`src/rtl/pmr_pkg.sv`:
```
package pmr_pkg;

    localparam int MAX_CLIENTS_DEF = 8;
    localparam int QUEUE_DEPTH_DEF = 4;
    localparam int ERR_SLOTS       = 8;
    localparam int S_DATA_W        = 104;
    localparam int M_DATA_W        = 16;
    localparam int CFG_IDX_W       = 2;
    localparam int CFG_DATA_W      = 64;

    localparam logic [CFG_IDX_W-1:0] REG_CLIENT_COUNT = 2'd0;
    localparam logic [CFG_IDX_W-1:0] REG_CLIENT_IDS   = 2'd1;
    localparam logic [CFG_IDX_W-1:0] REG_MAX_RETRIES  = 2'd2;
    localparam logic [CFG_IDX_W-1:0] REG_SERVER_ADDR  = 2'd3;

    localparam logic [3:0]  CLIENT_COUNT_RST = 4'd2;
    localparam logic [63:0] CLIENT_IDS_RST   = 64'd10537;
    localparam logic [7:0]  MAX_RETRIES_RST  = 8'd8;
    localparam logic [7:0]  SERVER_ADDR_RST  = 8'd0;

    localparam logic REQ_TICK     = 1'b0;
    localparam logic REQ_RESPONSE = 1'b1;
    localparam logic KIND_POLL    = 1'b0;
    localparam logic KIND_REPORT  = 1'b1;

    localparam logic [7:0] ACT_GET   = 8'h01;
    localparam logic [7:0] STATE_OK  = 8'h01;
    localparam logic [1:0] ERR_LIMIT = 2'd3;

    localparam logic [7:0] CH_A = 8'h41;
    localparam logic [7:0] CH_B = 8'h42;
    localparam logic [7:0] CH_C = 8'h43;
    localparam logic [7:0] CH_D = 8'h44;
    localparam logic [7:0] CH_E = 8'h45;

    typedef struct packed {
        logic        has_rpt;
        logic        has_poll;
        logic [7:0]  poll_id;
        logic [7:0]  rpt_id;
        logic        rpt_err;
        logic [7:0]  rpt_state;
        logic [15:0] hum;
        logic [15:0] tmp;
        logic [7:0]  status;
    } job_t;

endpackage

```
`src/rtl/pmr_digits.sv`:
```
module pmr_digits (
    input  logic        aclk,
    input  logic        aresetn,
    input  logic        start,
    input  logic [15:0] value,
    output logic        done,
    output logic [6:0]  dig0,
    output logic [3:0]  dig1,
    output logic [3:0]  dig2,
    output logic [3:0]  dig3
);
    localparam logic [2:0] STEP_Q1000 = 3'd0;
    localparam logic [2:0] STEP_R1000 = 3'd1;
    localparam logic [2:0] STEP_Q100  = 3'd2;
    localparam logic [2:0] STEP_R100  = 3'd3;
    localparam logic [2:0] STEP_Q10   = 3'd4;
    localparam logic [2:0] STEP_R10   = 3'd5;
    localparam logic [2:0] STEP_DONE  = 3'd6;

    logic [2:0]  step_reg, step_next;
    logic [15:0] rem_reg, rem_next;
    logic [6:0]  d0_reg, d0_next;
    logic [3:0]  d1_reg, d1_next;
    logic [3:0]  d2_reg, d2_next;
    logic [3:0]  d3_reg, d3_next;
    logic [32:0] prod_k;
    logic [25:0] prod_h;
    logic [22:0] prod_t;
    logic [15:0] last_rem;

    // reciprocal multiplies, exact for the value ranges seen at each step
    assign prod_k   = {17'd0, rem_reg} * 33'd67109;
    assign prod_h   = {10'd0, rem_reg} * 26'd656;
    assign prod_t   = {7'd0, rem_reg} * 23'd103;
    assign last_rem = rem_reg - ({12'd0, d2_reg} * 16'd10);

    always_comb begin
        step_next = step_reg;
        rem_next  = rem_reg;
        d0_next   = d0_reg;
        d1_next   = d1_reg;
        d2_next   = d2_reg;
        d3_next   = d3_reg;
        if (start) begin
            rem_next  = value;
            step_next = STEP_Q1000;
        end else begin
            case (step_reg)
                STEP_Q1000: begin
                    d0_next   = prod_k[32:26];
                    step_next = STEP_R1000;
                end
                STEP_R1000: begin
                    rem_next  = rem_reg - ({9'd0, d0_reg} * 16'd1000);
                    step_next = STEP_Q100;
                end
                STEP_Q100: begin
                    d1_next   = prod_h[19:16];
                    step_next = STEP_R100;
                end
                STEP_R100: begin
                    rem_next  = rem_reg - ({12'd0, d1_reg} * 16'd100);
                    step_next = STEP_Q10;
                end
                STEP_Q10: begin
                    d2_next   = prod_t[13:10];
                    step_next = STEP_R10;
                end
                STEP_R10: begin
                    d3_next   = last_rem[3:0];
                    step_next = STEP_DONE;
                end
                default: begin
                    step_next = step_reg;
                end
            endcase
        end
    end

    always_ff @(posedge aclk) begin
        if (!aresetn) begin
            step_reg <= STEP_DONE;
        end else begin
            step_reg <= step_next;
        end
        rem_reg <= rem_next;
        d0_reg  <= d0_next;
        d1_reg  <= d1_next;
        d2_reg  <= d2_next;
        d3_reg  <= d3_next;
    end

    assign done = (step_reg == STEP_DONE);
    assign dig0 = d0_reg;
    assign dig1 = d1_reg;
    assign dig2 = d2_reg;
    assign dig3 = d3_reg;

endmodule

```
`src/rtl/pmr_queue.sv`:
```
module pmr_queue #(
    parameter int DEPTH = pmr_pkg::QUEUE_DEPTH_DEF
) (
    input  logic          aclk,
    input  logic          aresetn,
    input  logic          in_valid,
    output logic          in_ready,
    input  pmr_pkg::job_t in_job,
    output logic          out_valid,
    input  logic          out_ready,
    output pmr_pkg::job_t out_job
);
    import pmr_pkg::*;

    localparam int AW = (DEPTH > 1) ? $clog2(DEPTH) : 1;
    localparam logic [AW-1:0] LAST_PTR = AW'(DEPTH - 1);

    job_t          mem_reg [DEPTH];
    logic [AW-1:0] wr_reg, wr_next;
    logic [AW-1:0] rd_reg, rd_next;
    logic [AW:0]   count_reg, count_next;
    logic          push, pop;

    assign in_ready  = (count_reg != (AW + 1)'(DEPTH));
    assign out_valid = (count_reg != '0);
    assign push      = in_valid && in_ready;
    assign pop       = out_valid && out_ready;
    assign out_job   = mem_reg[rd_reg];

    always_comb begin
        wr_next    = wr_reg;
        rd_next    = rd_reg;
        count_next = count_reg;
        if (push) begin
            wr_next = (wr_reg == LAST_PTR) ? '0 : wr_reg + 1'b1;
        end
        if (pop) begin
            rd_next = (rd_reg == LAST_PTR) ? '0 : rd_reg + 1'b1;
        end
        if (push && !pop) begin
            count_next = count_reg + 1'b1;
        end else if (pop && !push) begin
            count_next = count_reg - 1'b1;
        end
    end

    always_ff @(posedge aclk) begin
        if (!aresetn) begin
            wr_reg    <= '0;
            rd_reg    <= '0;
            count_reg <= '0;
        end else begin
            wr_reg    <= wr_next;
            rd_reg    <= rd_next;
            count_reg <= count_next;
        end
        if (push) begin
            mem_reg[wr_reg] <= in_job;
        end
    end

endmodule

```
`src/rtl/pmr_front.sv`:
```
module pmr_front #(
    parameter int MAX_CLIENTS = pmr_pkg::MAX_CLIENTS_DEF
) (
    input  logic                           aclk,
    input  logic                           aresetn,
    input  logic                           cfg_valid,
    output logic                           cfg_ready,
    input  logic [pmr_pkg::CFG_IDX_W-1:0]  cfg_index,
    input  logic [pmr_pkg::CFG_DATA_W-1:0] cfg_data,
    input  logic                           s_valid,
    output logic                           s_ready,
    input  logic                           req_type,
    input  logic [7:0]                     dest_addr,
    input  logic [7:0]                     source_id,
    input  logic [7:0]                     action,
    input  logic [7:0]                     rsp_state,
    input  logic                           parity_error,
    input  logic [31:0]                    humidity_bytes,
    input  logic [31:0]                    temperature_bytes,
    output logic                           job_valid,
    input  logic                           job_ready,
    output pmr_pkg::job_t                  job
);
    import pmr_pkg::*;

    localparam logic [3:0] MAX_SLOT = 4'(MAX_CLIENTS);

    function automatic logic [7:0] id_of(input logic [63:0] ids, input logic [3:0] slot);
        logic [3:0] m;
        m = slot - 4'd1;
        return ids[{m[2:0], 3'b000} +: 8];
    endfunction

    function automatic logic [15:0] pack_value(input logic [31:0] b);
        logic [18:0] s;
        s = ({11'd0, b[31:24]} * 19'd1000) + ({11'd0, b[23:16]} * 19'd100)
          + ({11'd0, b[15:8]} * 19'd10) + {11'd0, b[7:0]};
        return s[15:0];
    endfunction

    logic [3:0]  client_count_reg;
    logic [63:0] client_ids_reg;
    logic [7:0]  max_retries_reg;
    logic [7:0]  server_addr_reg;

    logic [3:0]  slot_reg, slot_next;
    logic        seen_reg, seen_next;
    logic [7:0]  retry_reg, retry_next;
    logic [1:0]  err_cnt_reg [ERR_SLOTS];
    logic [1:0]  err_cnt_next [ERR_SLOTS];
    logic [7:0]  status_reg, status_next;

    logic        accept;
    logic [3:0]  eff_count;
    logic [7:0]  cur_id;
    logic        rsp_match;
    logic [7:0]  retry_inc;
    logic [3:0]  poll_slot;
    logic        poll_do;
    logic        rpt_req;
    logic        rpt_do;
    logic [7:0]  rpt_id;
    logic        rpt_err;
    logic [7:0]  rpt_state;
    logic [15:0] rpt_hum;
    logic [15:0] rpt_tmp;
    logic [2:0]  eidx;
    logic [1:0]  err_inc;

    assign cfg_ready = 1'b1;
    assign s_ready   = job_ready;
    assign accept    = s_valid && job_ready;
    assign eff_count = (client_count_reg > MAX_SLOT) ? MAX_SLOT : client_count_reg;
    assign cur_id    = id_of(client_ids_reg, slot_reg);
    assign retry_inc = retry_reg + 8'd1;
    assign rsp_match = (dest_addr == server_addr_reg) && !parity_error
                    && (slot_reg != 4'd0) && (source_id == cur_id);

    always_comb begin
        slot_next    = slot_reg;
        seen_next    = seen_reg;
        retry_next   = retry_reg;
        err_cnt_next = err_cnt_reg;
        status_next  = status_reg;
        poll_slot    = slot_reg;
        poll_do      = 1'b0;
        rpt_req      = 1'b0;
        rpt_do       = 1'b0;
        rpt_id       = cur_id;
        rpt_err      = 1'b1;
        rpt_state    = 8'd0;
        rpt_hum      = 16'd0;
        rpt_tmp      = 16'd0;
        eidx         = 3'd0;
        err_inc      = 2'd0;
        if (accept) begin
            if (req_type == REQ_TICK) begin
                if ((slot_reg != 4'd0) && !seen_reg) begin
                    if (retry_inc >= max_retries_reg) begin
                        rpt_req    = 1'b1;
                        poll_slot  = slot_reg + 4'd1;
                        retry_next = 8'd0;
                    end else begin
                        retry_next = retry_inc;
                    end
                end else begin
                    if (slot_reg != 4'd0) begin
                        poll_slot = slot_reg + 4'd1;
                    end
                    retry_next = 8'd0;
                end
                if ((poll_slot == 4'd0) || (poll_slot > eff_count)) begin
                    poll_slot = 4'd1;
                end
                slot_next = poll_slot;
                seen_next = 1'b0;
                poll_do   = 1'b1;
            end else if (rsp_match) begin
                seen_next = 1'b1;
                if (action == ACT_GET) begin
                    rpt_req   = 1'b1;
                    rpt_id    = source_id;
                    rpt_err   = 1'b0;
                    rpt_state = rsp_state;
                    rpt_hum   = pack_value(humidity_bytes);
                    rpt_tmp   = pack_value(temperature_bytes);
                end
            end
            if (rpt_req) begin
                eidx    = rpt_id[2:0];
                err_inc = err_cnt_reg[eidx] + 2'd1;
                if (!rpt_err) begin
                    err_cnt_next[eidx] = 2'd0;
                    rpt_do             = 1'b1;
                end else if (err_inc >= ERR_LIMIT) begin
                    err_cnt_next[eidx] = 2'd0;
                    rpt_do             = 1'b1;
                end else begin
                    err_cnt_next[eidx] = err_inc;
                end
                if (rpt_do) begin
                    status_next[eidx] = !((rpt_state == STATE_OK) && !rpt_err);
                end
            end
        end
    end

    always_comb begin
        job.has_rpt   = rpt_do;
        job.has_poll  = poll_do;
        job.poll_id   = id_of(client_ids_reg, poll_slot);
        job.rpt_id    = rpt_id;
        job.rpt_err   = rpt_err;
        job.rpt_state = rpt_state;
        job.hum       = rpt_hum;
        job.tmp       = rpt_tmp;
        job.status    = status_next;
    end

    assign job_valid = accept && (rpt_do || poll_do);

    always_ff @(posedge aclk) begin
        if (!aresetn) begin
            client_count_reg <= CLIENT_COUNT_RST;
            client_ids_reg   <= CLIENT_IDS_RST;
            max_retries_reg  <= MAX_RETRIES_RST;
            server_addr_reg  <= SERVER_ADDR_RST;
        end else if (cfg_valid && cfg_ready) begin
            case (cfg_index)
                REG_CLIENT_COUNT: client_count_reg <= cfg_data[3:0];
                REG_CLIENT_IDS:   client_ids_reg   <= cfg_data;
                REG_MAX_RETRIES:  max_retries_reg  <= cfg_data[7:0];
                REG_SERVER_ADDR:  server_addr_reg  <= cfg_data[7:0];
                default:          client_count_reg <= client_count_reg;
            endcase
        end
    end

    always_ff @(posedge aclk) begin
        if (!aresetn) begin
            slot_reg   <= 4'd0;
            seen_reg   <= 1'b0;
            retry_reg  <= 8'd0;
            status_reg <= 8'hFF;
            for (int i = 0; i < ERR_SLOTS; i++) begin
                err_cnt_reg[i] <= 2'd0;
            end
        end else begin
            slot_reg    <= slot_next;
            seen_reg    <= seen_next;
            retry_reg   <= retry_next;
            status_reg  <= status_next;
            err_cnt_reg <= err_cnt_next;
        end
    end

endmodule

```
`src/rtl/pmr_back.sv`:
```
module pmr_back (
    input  logic                         aclk,
    input  logic                         aresetn,
    input  logic                         job_valid,
    output logic                         job_ready,
    input  pmr_pkg::job_t                job,
    output logic                         m_tvalid,
    input  logic                         m_tready,
    output logic [pmr_pkg::M_DATA_W-1:0] m_tdata,
    output logic                         m_tuser,
    output logic                         m_tlast
);
    import pmr_pkg::*;

    localparam logic [4:0] IDX_A         = 5'd0;
    localparam logic [4:0] IDX_B         = 5'd1;
    localparam logic [4:0] IDX_C         = 5'd2;
    localparam logic [4:0] IDX_ID        = 5'd3;
    localparam logic [4:0] IDX_ERR       = 5'd4;
    localparam logic [4:0] IDX_STATE     = 5'd5;
    localparam logic [4:0] IDX_HUM0      = 5'd6;
    localparam logic [4:0] IDX_HUM1      = 5'd7;
    localparam logic [4:0] IDX_HUM2      = 5'd8;
    localparam logic [4:0] IDX_HUM3      = 5'd9;
    localparam logic [4:0] IDX_TMP0      = 5'd10;
    localparam logic [4:0] IDX_TMP1      = 5'd11;
    localparam logic [4:0] IDX_TMP2      = 5'd12;
    localparam logic [4:0] IDX_TMP3      = 5'd13;
    localparam logic [4:0] IDX_D         = 5'd14;
    localparam logic [4:0] IDX_RPT_LAST  = 5'd15;
    localparam logic [4:0] IDX_POLL_ID   = 5'd16;
    localparam logic [4:0] IDX_POLL_LAST = 5'd17;

    job_t       job_reg, job_next;
    logic       busy_reg, busy_next;
    logic [4:0] idx_reg, idx_next;
    logic       tvalid_reg, tvalid_next;
    logic [7:0] byte_reg, byte_next;
    logic       kind_reg, kind_next;
    logic       last_reg, last_next;
    logic [7:0] status_reg, status_next;

    logic       load, out_free, digits_ok, emit;
    logic [7:0] sel_byte;
    logic       hum_done, tmp_done;
    logic [6:0] hum_d0, tmp_d0;
    logic [3:0] hum_d1, hum_d2, hum_d3;
    logic [3:0] tmp_d1, tmp_d2, tmp_d3;

    assign job_ready = !busy_reg;
    assign load      = job_valid && !busy_reg;
    assign out_free  = !tvalid_reg || m_tready;
    assign digits_ok = (idx_reg < IDX_HUM0) || (idx_reg > IDX_TMP3) || (hum_done && tmp_done);
    assign emit      = busy_reg && out_free && digits_ok;

    pmr_digits u_hum (
        .aclk    (aclk),
        .aresetn (aresetn),
        .start   (load),
        .value   (job.hum),
        .done    (hum_done),
        .dig0    (hum_d0),
        .dig1    (hum_d1),
        .dig2    (hum_d2),
        .dig3    (hum_d3)
    );

    pmr_digits u_tmp (
        .aclk    (aclk),
        .aresetn (aresetn),
        .start   (load),
        .value   (job.tmp),
        .done    (tmp_done),
        .dig0    (tmp_d0),
        .dig1    (tmp_d1),
        .dig2    (tmp_d2),
        .dig3    (tmp_d3)
    );

    always_comb begin
        case (idx_reg)
            IDX_A:         sel_byte = CH_A;
            IDX_B:         sel_byte = CH_B;
            IDX_C:         sel_byte = CH_C;
            IDX_ID:        sel_byte = job_reg.rpt_id;
            IDX_ERR:       sel_byte = {7'd0, job_reg.rpt_err};
            IDX_STATE:     sel_byte = job_reg.rpt_state;
            IDX_HUM0:      sel_byte = {1'b0, hum_d0};
            IDX_HUM1:      sel_byte = {4'd0, hum_d1};
            IDX_HUM2:      sel_byte = {4'd0, hum_d2};
            IDX_HUM3:      sel_byte = {4'd0, hum_d3};
            IDX_TMP0:      sel_byte = {1'b0, tmp_d0};
            IDX_TMP1:      sel_byte = {4'd0, tmp_d1};
            IDX_TMP2:      sel_byte = {4'd0, tmp_d2};
            IDX_TMP3:      sel_byte = {4'd0, tmp_d3};
            IDX_D:         sel_byte = CH_D;
            IDX_RPT_LAST:  sel_byte = CH_E;
            IDX_POLL_ID:   sel_byte = job_reg.poll_id;
            IDX_POLL_LAST: sel_byte = ACT_GET;
            default:       sel_byte = 8'd0;
        endcase
    end

    always_comb begin
        job_next    = job_reg;
        busy_next   = busy_reg;
        idx_next    = idx_reg;
        tvalid_next = tvalid_reg;
        byte_next   = byte_reg;
        kind_next   = kind_reg;
        last_next   = last_reg;
        status_next = status_reg;
        if (load) begin
            busy_next = 1'b1;
            job_next  = job;
            idx_next  = job.has_rpt ? IDX_A : IDX_POLL_ID;
        end
        if (emit) begin
            tvalid_next = 1'b1;
            byte_next   = sel_byte;
            kind_next   = (idx_reg >= IDX_POLL_ID) ? KIND_POLL : KIND_REPORT;
            last_next   = (idx_reg == IDX_RPT_LAST) || (idx_reg == IDX_POLL_LAST);
            status_next = job_reg.status;
            if ((idx_reg == IDX_POLL_LAST) ||
                ((idx_reg == IDX_RPT_LAST) && !job_reg.has_poll)) begin
                busy_next = 1'b0;
            end else if (idx_reg == IDX_RPT_LAST) begin
                idx_next = IDX_POLL_ID;
            end else begin
                idx_next = idx_reg + 5'd1;
            end
        end else if (out_free) begin
            tvalid_next = 1'b0;
        end
    end

    always_ff @(posedge aclk) begin
        if (!aresetn) begin
            busy_reg   <= 1'b0;
            idx_reg    <= IDX_A;
            tvalid_reg <= 1'b0;
        end else begin
            busy_reg   <= busy_next;
            idx_reg    <= idx_next;
            tvalid_reg <= tvalid_next;
        end
        job_reg    <= job_next;
        byte_reg   <= byte_next;
        kind_reg   <= kind_next;
        last_reg   <= last_next;
        status_reg <= status_next;
    end

    assign m_tvalid = tvalid_reg;
    assign m_tdata  = {status_reg, byte_reg};
    assign m_tuser  = kind_reg;
    assign m_tlast  = last_reg;

endmodule

```
`src/rtl/poll_master_retry_reporter.sv`:
```
// channel   dir  handshake          payload
// s_        in   s_tvalid/s_tready  tdata: response fields; tuser: req_type
// m_        out  m_tvalid/m_tready  tdata: out_byte, client_status; tuser: frame_kind
// cfg_      in   cfg_valid/cfg_ready cfg_index, cfg_data (always ready)
//
// An input word is taken every cycle while the 4-entry job queue has room.
// Output runs one word per cycle per job unless m_tready or the digits stall it:
// 2 for a poll, 16 for a report, 18 for a failed poll slot, once the job is loaded.
// Report digits come from a reciprocal divider that overlaps the header.
// aresetn is synchronous; it restores register defaults and sets all status bits.
module poll_master_retry_reporter #(
    parameter int MAX_CLIENTS = pmr_pkg::MAX_CLIENTS_DEF,
    parameter int QUEUE_DEPTH = pmr_pkg::QUEUE_DEPTH_DEF
) (
    input  logic                           aclk,
    input  logic                           aresetn,
    input  logic                           cfg_valid,
    output logic                           cfg_ready,
    input  logic [pmr_pkg::CFG_IDX_W-1:0]  cfg_index,
    input  logic [pmr_pkg::CFG_DATA_W-1:0] cfg_data,
    input  logic                           s_tvalid,
    output logic                           s_tready,
    // dest_addr, source_id, action, rsp_state, parity_error,
    // humidity_bytes, temperature_bytes, zero fill
    input  logic [pmr_pkg::S_DATA_W-1:0]   s_tdata,
    input  logic                           s_tuser,   // req_type
    output logic                           m_tvalid,
    input  logic                           m_tready,
    output logic [pmr_pkg::M_DATA_W-1:0]   m_tdata,   // out_byte, client_status
    output logic                           m_tuser,   // frame_kind
    output logic                           m_tlast    // frame_last
);
    import pmr_pkg::*;

    job_t front_job, queue_job;
    logic front_valid, front_ready;
    logic queue_valid, queue_ready;

    pmr_front #(
        .MAX_CLIENTS (MAX_CLIENTS)
    ) u_front (
        .aclk              (aclk),
        .aresetn           (aresetn),
        .cfg_valid         (cfg_valid),
        .cfg_ready         (cfg_ready),
        .cfg_index         (cfg_index),
        .cfg_data          (cfg_data),
        .s_valid           (s_tvalid),
        .s_ready           (s_tready),
        .req_type          (s_tuser),
        .dest_addr         (s_tdata[7:0]),
        .source_id         (s_tdata[15:8]),
        .action            (s_tdata[23:16]),
        .rsp_state         (s_tdata[31:24]),
        .parity_error      (s_tdata[32]),
        .humidity_bytes    (s_tdata[64:33]),
        .temperature_bytes (s_tdata[96:65]),
        .job_valid         (front_valid),
        .job_ready         (front_ready),
        .job               (front_job)
    );

    pmr_queue #(
        .DEPTH (QUEUE_DEPTH)
    ) u_queue (
        .aclk      (aclk),
        .aresetn   (aresetn),
        .in_valid  (front_valid),
        .in_ready  (front_ready),
        .in_job    (front_job),
        .out_valid (queue_valid),
        .out_ready (queue_ready),
        .out_job   (queue_job)
    );

    pmr_back u_back (
        .aclk      (aclk),
        .aresetn   (aresetn),
        .job_valid (queue_valid),
        .job_ready (queue_ready),
        .job       (queue_job),
        .m_tvalid  (m_tvalid),
        .m_tready  (m_tready),
        .m_tdata   (m_tdata),
        .m_tuser   (m_tuser),
        .m_tlast   (m_tlast)
    );

endmodule

```
`config.mk`:
```
export PLATFORM = sky130hd
export DESIGN_NAME = poll_master_retry_reporter
export DESIGN_NICKNAME = d
export VERILOG_FILES = /design/src/rtl/pmr_pkg.sv /design/src/rtl/pmr_digits.sv /design/src/rtl/pmr_queue.sv /design/src/rtl/pmr_front.sv /design/src/rtl/pmr_back.sv /design/src/rtl/poll_master_retry_reporter.sv
export SDC_FILE = /design/constraint.sdc
export NUM_CORES = 2
export LEC_CHECK = 0
export CAP_MARGIN = 30
export CORE_ASPECT_RATIO = 0.7
export CORE_MARGIN = 2
export CORE_UTILIZATION = 40
export CTS_BUF_LIST = sky130_fd_sc_hd__clkbuf_16
export DETAILED_ROUTE_END_ITERATION = 16
export DONT_BUFFER_PORTS = 1
export GPL_TIMING_DRIVEN = 0
export SYNTH_ARGS = -nofsm -noshare
export SYNTH_HDL_FRONTEND = slang
export SYNTH_SLANG_ARGS = --single-unit
```
`constraint.sdc`:
```
create_clock -name aclk -period 11.7 [get_ports aclk]
set_clock_uncertainty 0.05 [all_clocks]
set_input_delay 2.34 -clock aclk [delete_from_list [all_inputs] [get_ports aclk]]
set_output_delay 2.34 -clock aclk [all_outputs]
set_load 0.03 [all_outputs]
```
==> impl_metrics.csv <==
group,metric,value,unit
finish,largest_register_ffs,268,
grt,vias_in_the_first_global_route,28350,
clock_network,postCtsResizedCells,0,
finish,sequential_cell_area,14570,sq um
timing,clock.fmax,124.3,MHz
yosys,synth.avg_cell_area,11.16,sq um
grt,first_pass_grt_wire_length,168.0,mm
placed_design,dp.cells,5314,
grt,grt_start_max_net_pins,48,
yosys,total_of_warnings_raised_by_yosys,0,
routing,detail_route.iter0.violations,2523,
critical_path,worst-r2r-setup-slack,4680,ps
grt,grt_antenna_before_repair,2,
critical_path,worstPathMaxFanout,6,
finish,syn2layout_area_growth,8.888,%
critical_path,cp-startpoint,"s_tdata[89]",
floorplan,die_height,278.8,microns
timing,tightest_slew,972.6,ps
grt,global_route.overflow_total,0,
run,maxCapViolations,0,
timing,setup_ws,3654,ps
clock_network,clkSinkCount,533,
timing,max_transition_viols_final,0,
finish,fin_util,44.09,%
placed_design,placement.io_buffers,0,
floorplan,design.core.area,106600,sq um
clock_network,htree_levels,2,
clock_network,clock_buffer_depth,3,
routing,wl_per_cell,19.84,microns
yosys,yosys_most_used_dff,"sky130_fd_sc_hd__edfxtp_1",
timing,rsz0062_at_grt,"false",
yosys,postSynthCellCount,3867,
floorplan,top_ports,197,
critical_path,timing.critical_path.arrival,8290,ps
yosys,synth-edff-count,390,
floorplan,start_util,40.49,%
critical_path,worst-r2r-cell-count,20,
critical_path,r2r-end,"u_queue.mem_reg[0][37]$_DFFE_PP_",
placed_design,dp_worst_setup_slack,3142,ps
floorplan,placement_rows,100,
finish,layout.cells.non_filler,5412,
min_path,timing.hold.worst.class,"reg2reg",
placed_design,dp_hpwl,85.60,mm
clock_network,cts_inserted_buffers,53,
finish,final_layout_size_suffix_gt1_share,5.974,%
floorplan,die_width,396.6,microns
routing,drt_pre_antenna_iters,7,
floorplan,die_area,110600,sq um
clock_network,tritoncts,"yes",
placed_design,gp_congestion,0.9028,
timing,min_period_over_period,68.77,%
yosys,synth-seq-area-share,33.77,%
timing,period_needed,8046,ps
routing,drcViolationCount,0,
timing,relSlewSlack,33.48,%
clock_network,clock_insertion_delay_worst_skew,640,ps
min_path,holdPathStages,0,
yosys,postSynthRegisterBits,533,
critical_path,worstSetupEndpointType,"flop",
yosys,count_of_unique_library_cells_instantiated_by_yosys,88,
routing,antenna_violating_nets_post_route,0,
timing,finalHoldViolCount,0,
clock_network,cts.hold.buffers_added,0,
grt,globalRouteTotalUtil,19.54,%
timing,timing.setup.tns,0,ps
clock_network,root_buffer,"sky130_fd_sc_hd__clkbuf_16",
yosys,synth.cell_area,43160,sq um
routing,vias_per_cell,5.295,
clock_network,cts.reportedPaths.clkPinSlew,60,ps
finish,antenna_cells_inserted,0,
critical_path,worstSetupStartpointType,"input port",
critical_path,worstSetupEndpoint,"u_queue.mem_reg[0][22]$_DFFE_PP_",
clock_network,postCtsSetupBuffers,0,
critical_path,regToRegStartpoint,"u_front.slot_reg[0]$_SDFF_PN0_",
finish,finalNetCount,5092,
finish,fillCellCount,9981,
yosys,synth.net_count,5017,
yosys,share_of_synthesized_flip_flops_with_an_asynchronous_set_or_reset,0,%
finish,multi_input_area,25960,sq um
routing,postRouteWirelength,107.4,mm
timing,endpoints_failing_setup,0,
routing,detailroute.via_count,28660,
critical_path,crit_required,11940,ps
critical_path,path_class,"in2reg",
outcome,run_status,"finished, final reports clean",
-- worst min-delay path by stage --
stage	startpoint	endpoint
finish	u_back.job_reg[5]$_DFFE_PP_	u_back.status_reg[5]$_DFFE_PP_
floorplan	u_back.job_reg[0]$_DFFE_PP_	u_back.status_reg[0]$_DFFE_PP_
global route	u_back.job_reg[1]$_DFFE_PP_	u_back.status_reg[1]$_DFFE_PP_
CTS	u_back.job_reg[1]$_DFFE_PP_	u_back.status_reg[1]$_DFFE_PP_
detailed placement	u_back.job_reg[5]$_DFFE_PP_	u_back.status_reg[5]$_DFFE_PP_
global placement	u_back.job_reg[5]$_DFFE_PP_	u_back.status_reg[5]$_DFFE_PP_
-- cell usage after synthesis, drive strengths merged (11+ instances only) --
library cell / count / area, sq um
a21oi: 200 / 1012
o21ai: 102 / 510.5
nand3: 47 / 240.2
nor2b: 33 / 206.5
o21a: 18 / 135.1
a21o: 42 / 316.6
o21bai: 16 / 120.1
a21boi: 13 / 97.59
inv: 606 / 2275
and2: 36 / 225.2
clkbuf: 67 / 252.7
a22oi: 11 / 82.58
mux2: 11 / 123.9
edfxtp: 390 / 11710
fa: 267 / 5345
nor3: 54 / 275.3
ha: 707 / 8846
xnor2: 134 / 1174
nor2: 165 / 619.3
nand2b: 14 / 87.58
a31oi: 16 / 100.1
nand4: 22 / 137.6
buf: 23 / 143.9
nor4: 19 / 140.1
a211oi: 24 / 180.2
mux2i: 45 / 454.2
mux4: 100 / 2308
xor2: 67 / 586.8
or3: 24 / 150.1
nand2: 289 / 1085
and3: 23 / 143.9
dfxtp: 143 / 2863
o211ai: 13 / 97.59
-- placed cells by master (no fill, tap or decap), types with 15 or more instances in the layout --
cell                        count
sky130_fd_sc_hd__a211oi_1      24
sky130_fd_sc_hd__a21o_1        41
sky130_fd_sc_hd__a21oi_1      196
sky130_fd_sc_hd__a31oi_1       16
sky130_fd_sc_hd__and2_1        35
sky130_fd_sc_hd__and3_1        23
sky130_fd_sc_hd__clkbuf_1      65
sky130_fd_sc_hd__clkbuf_16     54
sky130_fd_sc_hd__dfxtp_1      143
sky130_fd_sc_hd__edfxtp_1     390
sky130_fd_sc_hd__fa_1         267
sky130_fd_sc_hd__ha_1         707
sky130_fd_sc_hd__inv_1        618
sky130_fd_sc_hd__mux2i_1       44
sky130_fd_sc_hd__mux4_1        15
sky130_fd_sc_hd__mux4_2        85
sky130_fd_sc_hd__nand2_1      289
sky130_fd_sc_hd__nand3_1       46
sky130_fd_sc_hd__nand4_1       22
sky130_fd_sc_hd__nor2_1       165
sky130_fd_sc_hd__nor2b_1       29
sky130_fd_sc_hd__nor3_1        53
sky130_fd_sc_hd__nor4_1        17
sky130_fd_sc_hd__o21a_1        18
sky130_fd_sc_hd__o21ai_0       92
sky130_fd_sc_hd__o21bai_1      16
sky130_fd_sc_hd__or3_1         24
sky130_fd_sc_hd__xnor2_1      134
sky130_fd_sc_hd__xor2_1        67
-- cell type report --
class / count / share of cell area, %
buffer: 90 / 0.8519
clock buffer: 54 / 2.875
clock inverter: 43 / 0.6443
inverter: 606 / 4.840
multi-input combinational: 2638 / 55.23
sequential: 533 / 31.01
tap: 1428 / 3.802
timing repair buffer: 20 / 0.7455
-- stage by stage --
step / hold WS [ps] / area [sq um]
global route: 378.2 / 47000
detailed placement: 356.6 / 45330
floorplan: 350.3 / 43160
finish: 369.7 / 47000
global placement: 352.7 / 44950
CTS: 371.3 / 46980
-- metal layers --
layer	global-route usage, %	wire [microns]
met5	0	0
met4	3.344	1586
met3	3.116	7510
met2	27.38	43200
met1	31.51	55080
-- worst max-delay path, cell delays in order --
cell and delay, ps:
sky130_fd_sc_hd__fa_1 600, sky130_fd_sc_hd__xor2_1 160, sky130_fd_sc_hd__ha_1 270, sky130_fd_sc_hd__fa_1 520, sky130_fd_sc_hd__inv_1 50, sky130_fd_sc_hd__fa_1 510, sky130_fd_sc_hd__inv_1 40, sky130_fd_sc_hd__ha_1 290
sky130_fd_sc_hd__inv_1 90, sky130_fd_sc_hd__o21ai_0 130, sky130_fd_sc_hd__a2111oi_0 650, sky130_fd_sc_hd__or3_1 230, sky130_fd_sc_hd__xnor2_1 120, sky130_fd_sc_hd__ha_1 250, sky130_fd_sc_hd__ha_1 290, sky130_fd_sc_hd__ha_1 240
sky130_fd_sc_hd__or3_1 380, sky130_fd_sc_hd__a211o_1 260, sky130_fd_sc_hd__nand3_1 80, sky130_fd_sc_hd__nor3b_1 780
-- kinds of logic after synthesis --
family	count (synthesis)	share of synthesized area [%]
other cells	1	0.008689
mux	156	6.688
simple gates	757	8.239
buf+inv	696	6.189
fa+ha+maj	974	32.88
compound gates	549	8.149
flops	533	33.77
xor+xnor	201	4.079
Power is not shown: default switching activity piles up to over one toggle a cycle in this logic, so the estimate is an artifact.
